$ cat src/sv/ght_ram.sv
// ----------------------------------------------------------------------------
// ght_ram
// simple dual-port ram, bit write mask, registered read data
// ----------------------------------------------------------------------------
`default_nettype none

module ght_ram #(
  parameter int WIDTH = 8,
  parameter int DEPTH = 16
) (
  input  wire logic                     clk,
  input  wire logic                     re,
  input  wire logic [$clog2(DEPTH)-1:0] raddr,
  output logic      [WIDTH-1:0]         rdata,
  input  wire logic                     we,
  input  wire logic [$clog2(DEPTH)-1:0] waddr,
  input  wire logic [WIDTH-1:0]         wdata,
  input  wire logic [WIDTH-1:0]         wmask
);

  logic [WIDTH-1:0] mem [DEPTH];

  always_ff @(posedge clk) begin
    if (we) begin
      for (int b = 0; b < WIDTH; b++) begin
        if (wmask[b]) begin
          mem[waddr][b] <= wdata[b];
        end
      end
    end
  end

  // read data holds while no read is issued
  always_ff @(posedge clk) begin
    if (re) begin
      rdata <= mem[raddr];
    end
  end

endmodule

`default_nettype wire
$ cat config.mk
export PLATFORM = sky130hd
export DESIGN_NAME = ght_ram
export DESIGN_NICKNAME = d
export VERILOG_FILES = /design/src/sv/ght_ram.sv
export SDC_FILE = /design/constraint.sdc
export NUM_CORES = 1
export LEC_CHECK = 0
export BUFFER_PORTS_ARGS = -buffer_cell sky130_fd_sc_hd__buf_2
export CAP_MARGIN = 20
export CORE_MARGIN = 5
export CORE_UTILIZATION = 25
export DETAILED_ROUTE_END_ITERATION = 8
export GPL_TIMING_DRIVEN = 0
export SLEW_MARGIN = 25
export SYNTH_ARGS = -nofsm -noshare
export SYNTH_HDL_FRONTEND = slang
export SYNTH_SLANG_ARGS = --single-unit
$ cat constraint.sdc
create_clock -name clk -period 1.6 [get_ports clk]
set_input_delay 0.16 -clock clk [delete_from_list [all_inputs] [get_ports clk]]
set_output_delay 0.16 -clock clk [all_outputs]
set_load 0.03 [all_outputs]
; Word level (Yosys, flattened, before mapping)
; Memories as Yosys holds them, arrays and structs flattened. A register that Yosys moved wholly into a read port is not among the register bits.
; Index checks and enable logic that the tools add are counted.
[op_classes]
div_mod_pow = 0
n_lt_le_gt_ge = 0
mul = 0
n_reduce_logical = 0
add_sub_neg = 0
shift = 0
muxes = 24
n_eq_ne = 0
bitwise_logic = 0
[ops]
columns = cell, n
row1 = two-way mux 1 bit, 24
[word_totals]
reg_bits = 0
romBits = 0
latchBits = 0
elab_cells = 25
input_bits = 27
n_memories = 1
ramBits = 128
out_inout_bits = 8
[memory_table]
columns = name, words, width, rd, rd_clocked_by_memory_dff, wr, line_no
row1 = mem, 16, 8, 1, 1, 1, 21  ; logic [WIDTH-1:0] mem [DEPTH];

; Depth between registers and ports, before layout
[depth]
depth_word = 3
mapped_depth = 5
mapped_depth_nobuf = 3

; Worst setup path before layout
; Ideal clock, no wire load.
[synth_timing]
path_kind = input -> register
start = input raddr[0]
end = register rdata[1] (read register of mem) (data pin)
t_required_ps = 1341
path_buffers = 2
t_arrival_ps = 1183
setup_ps = 259
setup_slack_ps = 158
path_stages = 5
path_cell_list = buf_6 -> buf_6 -> mux4_1 -> a22oi_1 -> nand2_1
[synth_rtl]
columns = item, line_no
row1 = start: declaration, 13  ; input wire logic [$clog2(DEPTH)-1:0] raddr,
row2 = end: declaration, 14  ; output logic [WIDTH-1:0] rdata,

==> impl_metrics.py <==
metrics = {
    "clock_network": {
        "cts_hold_repair.buffers": 0,
        "root_buffer": "clkbuf_16",
        "clock_path_buffers": 2,
        "cts_tree": "yes",
        "clkTransAtPathRegs_ns": 0.05,
        "ctsResizeCount": 0,
        "worst_skew_pair.late_latency_ns": 0.41,
        "h-tree-depth": 4,
        "cts_setup_buffers": 0,
        "cts_sinks": 136,
        "cts_inserted_buffers": 17,
    },
    "placed_design": {
        "postPlaceCellArea_sq_um": 6280,
        "gp_congestion": 0.715,
        "port_buffers": 32,
        "dpl.cell_count": 690,
        "place_hpwl_um": 8890,
    },
    "logic_synthesis": {
        "ys_seq_area_share_pct": 70.8,
        "syn_nets": 400,
        "synth_seq_cells": 136,
        "syn_area_sq_um": 5760,
        "ys_warn_count": 0,
        "syn_inst": 373,
        "syn_avg_cell_area_sq_um": 15.5,
        "ys_types": 16,
    },
    "sta": {
        "drv_slew": 0,
        "worst_pin_slew_ns": 1.02,
        "setup_viol": 0,
        "finalHoldViolCount": 0,
        "period_share_pct": 89.4,
        "fin_skew_ns": 0.00526,
        "period_minus_slack_ns": 1.43,
        "timing.fmax_ghz": 0.699,
        "grt_setup_unrepaired": "false",
        "slew_headroom_pct": 31.6,
    },
    "global_routing": {
        "grt-ovfl-total": 0,
        "grt_max_degree": 17,
        "grt_pass1_vias": 3514,
        "grt_pass1_wl_um": 21100,
        "gr-usage-all-layers_pct": 11.3,
        "antenna_found_initial": 0,
    },
    "power_and_ir_drop": {
        "finalPower_mw": 8.46,
        "pwr-share-comb_pct": 5.9,
        "powerDensity_nw_per_um2": 1230,
        "p_sw_share_pct": 20.4,
        "p_leak_nw": 2.25,
        "seqPwrFrac_pct": 47.3,
        "ir_worst_vdd_v": 0.000577,
        "p_switching_mw": 1.73,
        "cell_internal_pwr_mw": 6.73,
        "clock_power_share_pct": 46.8,
    },
    "floorplan": {
        "io-pin-count": 35,
        "chipWidth_um": 162,
        "die_h_um": 162,
        "design.die.area_sq_um": 26200,
        "core_area_sq_um": 22600,
        "start_util_pct": 25.5,
        "fp-row-count": 55,
    },
    "finish": {
        "nets": 451,
        "area_growth_pct": 19.3,
        "layout_commonest_cell": "edfxtp_1",
        "fin_area_sq_um": 6880,
        "final_cell_mix": "136 x edfxtp_1, 131 x nor2_1, 35 x buf_2",
        "stdcell_count": 722,
        "num_antenna_cells": 0,
        "drive_gt1_share_pct": 19.5,
        "fin_util_pct": 30.4,
    },
    "critical_path": {
        "arrival_ns": 1.58,
        "worstSetupPathType": "reg2reg",
        "cp-start-kind": "register",
        "cp-end-kind": "register",
        "path_max_fanout": 1,
        "cp.required_ns": 1.75,
    },
    "drt": {
        "ant_nets": 0,
        "drt-wirelength-per-cell_um": 20.1,
        "first_pass_iters": 5,
        "vias_per_cell": 4.77,
        "drc": 0,
        "finalWirelength_um": 14500,
        "vias": 3444,
        "drtIter0Drc": 352,
    },
    "run": {
        "maxCapViolCount": 0,
    },
    "run_status": {
        "status": "finished, final reports clean",
    },
    "worst_hold_path": {
        "hold_class": "in2reg",
    },
}
[final timing paths]
check	startpoint	to	slack (ns)	depth (start not counted)
setup / recovery	mem[10][6]	rdata[6]	0.17	3
hold / removal	wdata[3]	mem[0][3]	0.12	1
setup reg to reg	mem[10][6]	rdata[6]	0.17	3
hold reg to reg	mem[7][3]	rdata[3]	0.76	3
[routing by layer]
metal	global-route usage, %	vias to the layer above	wire length (um)
met1	13.4	1771	5720
met3	3.73	18	1060
met4	3.27	0	183
li1	-	1507	-
met2	19.7	148	7560
met5	0	-	0
[synth_stat cells]
cell | instances | share of area (%)
nand2_1 | 25 | 1.6
buf_2 | 3 | 0.26
buf_4 | 1 | 0.13
nor2b_1 | 5 | 0.54
nand4_1 | 1 | 0.11
mux4_2 | 18 | 7.0
clkbuf_1 | 9 | 0.59
buf_6 | 3 | 0.59
and2_1 | 1 | 0.11
nand3_1 | 6 | 0.52
clkdlybuf4s25_2 | 3 | 0.52
edfxtp_1 | 136 | 71
nor2_1 | 131 | 8.5
and2b_1 | 1 | 0.13
mux4_1 | 14 | 6.4
a22oi_1 | 16 | 2.1
[worst max-delay path, cell delays in order, from the launching register on]
cell,delay (ns)
edfxtp_1,0.38
mux4_2,0.47
a22oi_1,0.22
nand2_1,0.10
[final cells by class]
| cell class | count | area, sq um |
|---|---|---|
| Fill cell | 2208 | 15800 |
| Sequential cell | 136 | 4080 |
| Multi-Input combinational cell | 218 | 1560 |
| Clock buffer | 21 | 440 |
| Tap cell | 285 | 357 |
| Timing Repair Buffer | 32 | 160 |
| Clock inverter | 11 | 154 |
| Buffer | 19 | 120 |
[power by group through the flow]
stage	combinational (mW)	clock, mW	sequential [mW]
after global placement	0.490	0	4.07
after CTS	0.508	4.00	4.00
after global routing	0.540	4.17	4.00
after floorplan	0.253	0	4.10
final	0.503	3.96	4.00
after detailed placement	0.504	0	4.07
[flip-flops by register name, indices dropped and copies added (netlist names)]
register	cells
mem	128
rdata	8
[metrics by stage]
step                setup TNS, ns  setup WS, ns  hold slack (ns)
floorplan                       0         0.158            0.259
global placement           -20.36        -0.304            0.524
detailed placement         -22.54        -0.320            0.544
CTS                             0         0.126            0.100
global route                    0        0.0573            0.117
finish                          0         0.170            0.122
[kinds of logic (layout without fill, tap and decap cells)]
group | after synthesis | count (layout) | share of synthesized area [%]
AND/OR/NAND/NOR | 170 | 170 | 11.6
flip-flops | 136 | 136 | 70.8
multiplexers | 32 | 32 | 13.4
buffers and inverters | 19 | 83 | 2.08
AO/OA/AOI/OAI | 16 | 16 | 2.08
(Power assumes the default switching activity.)
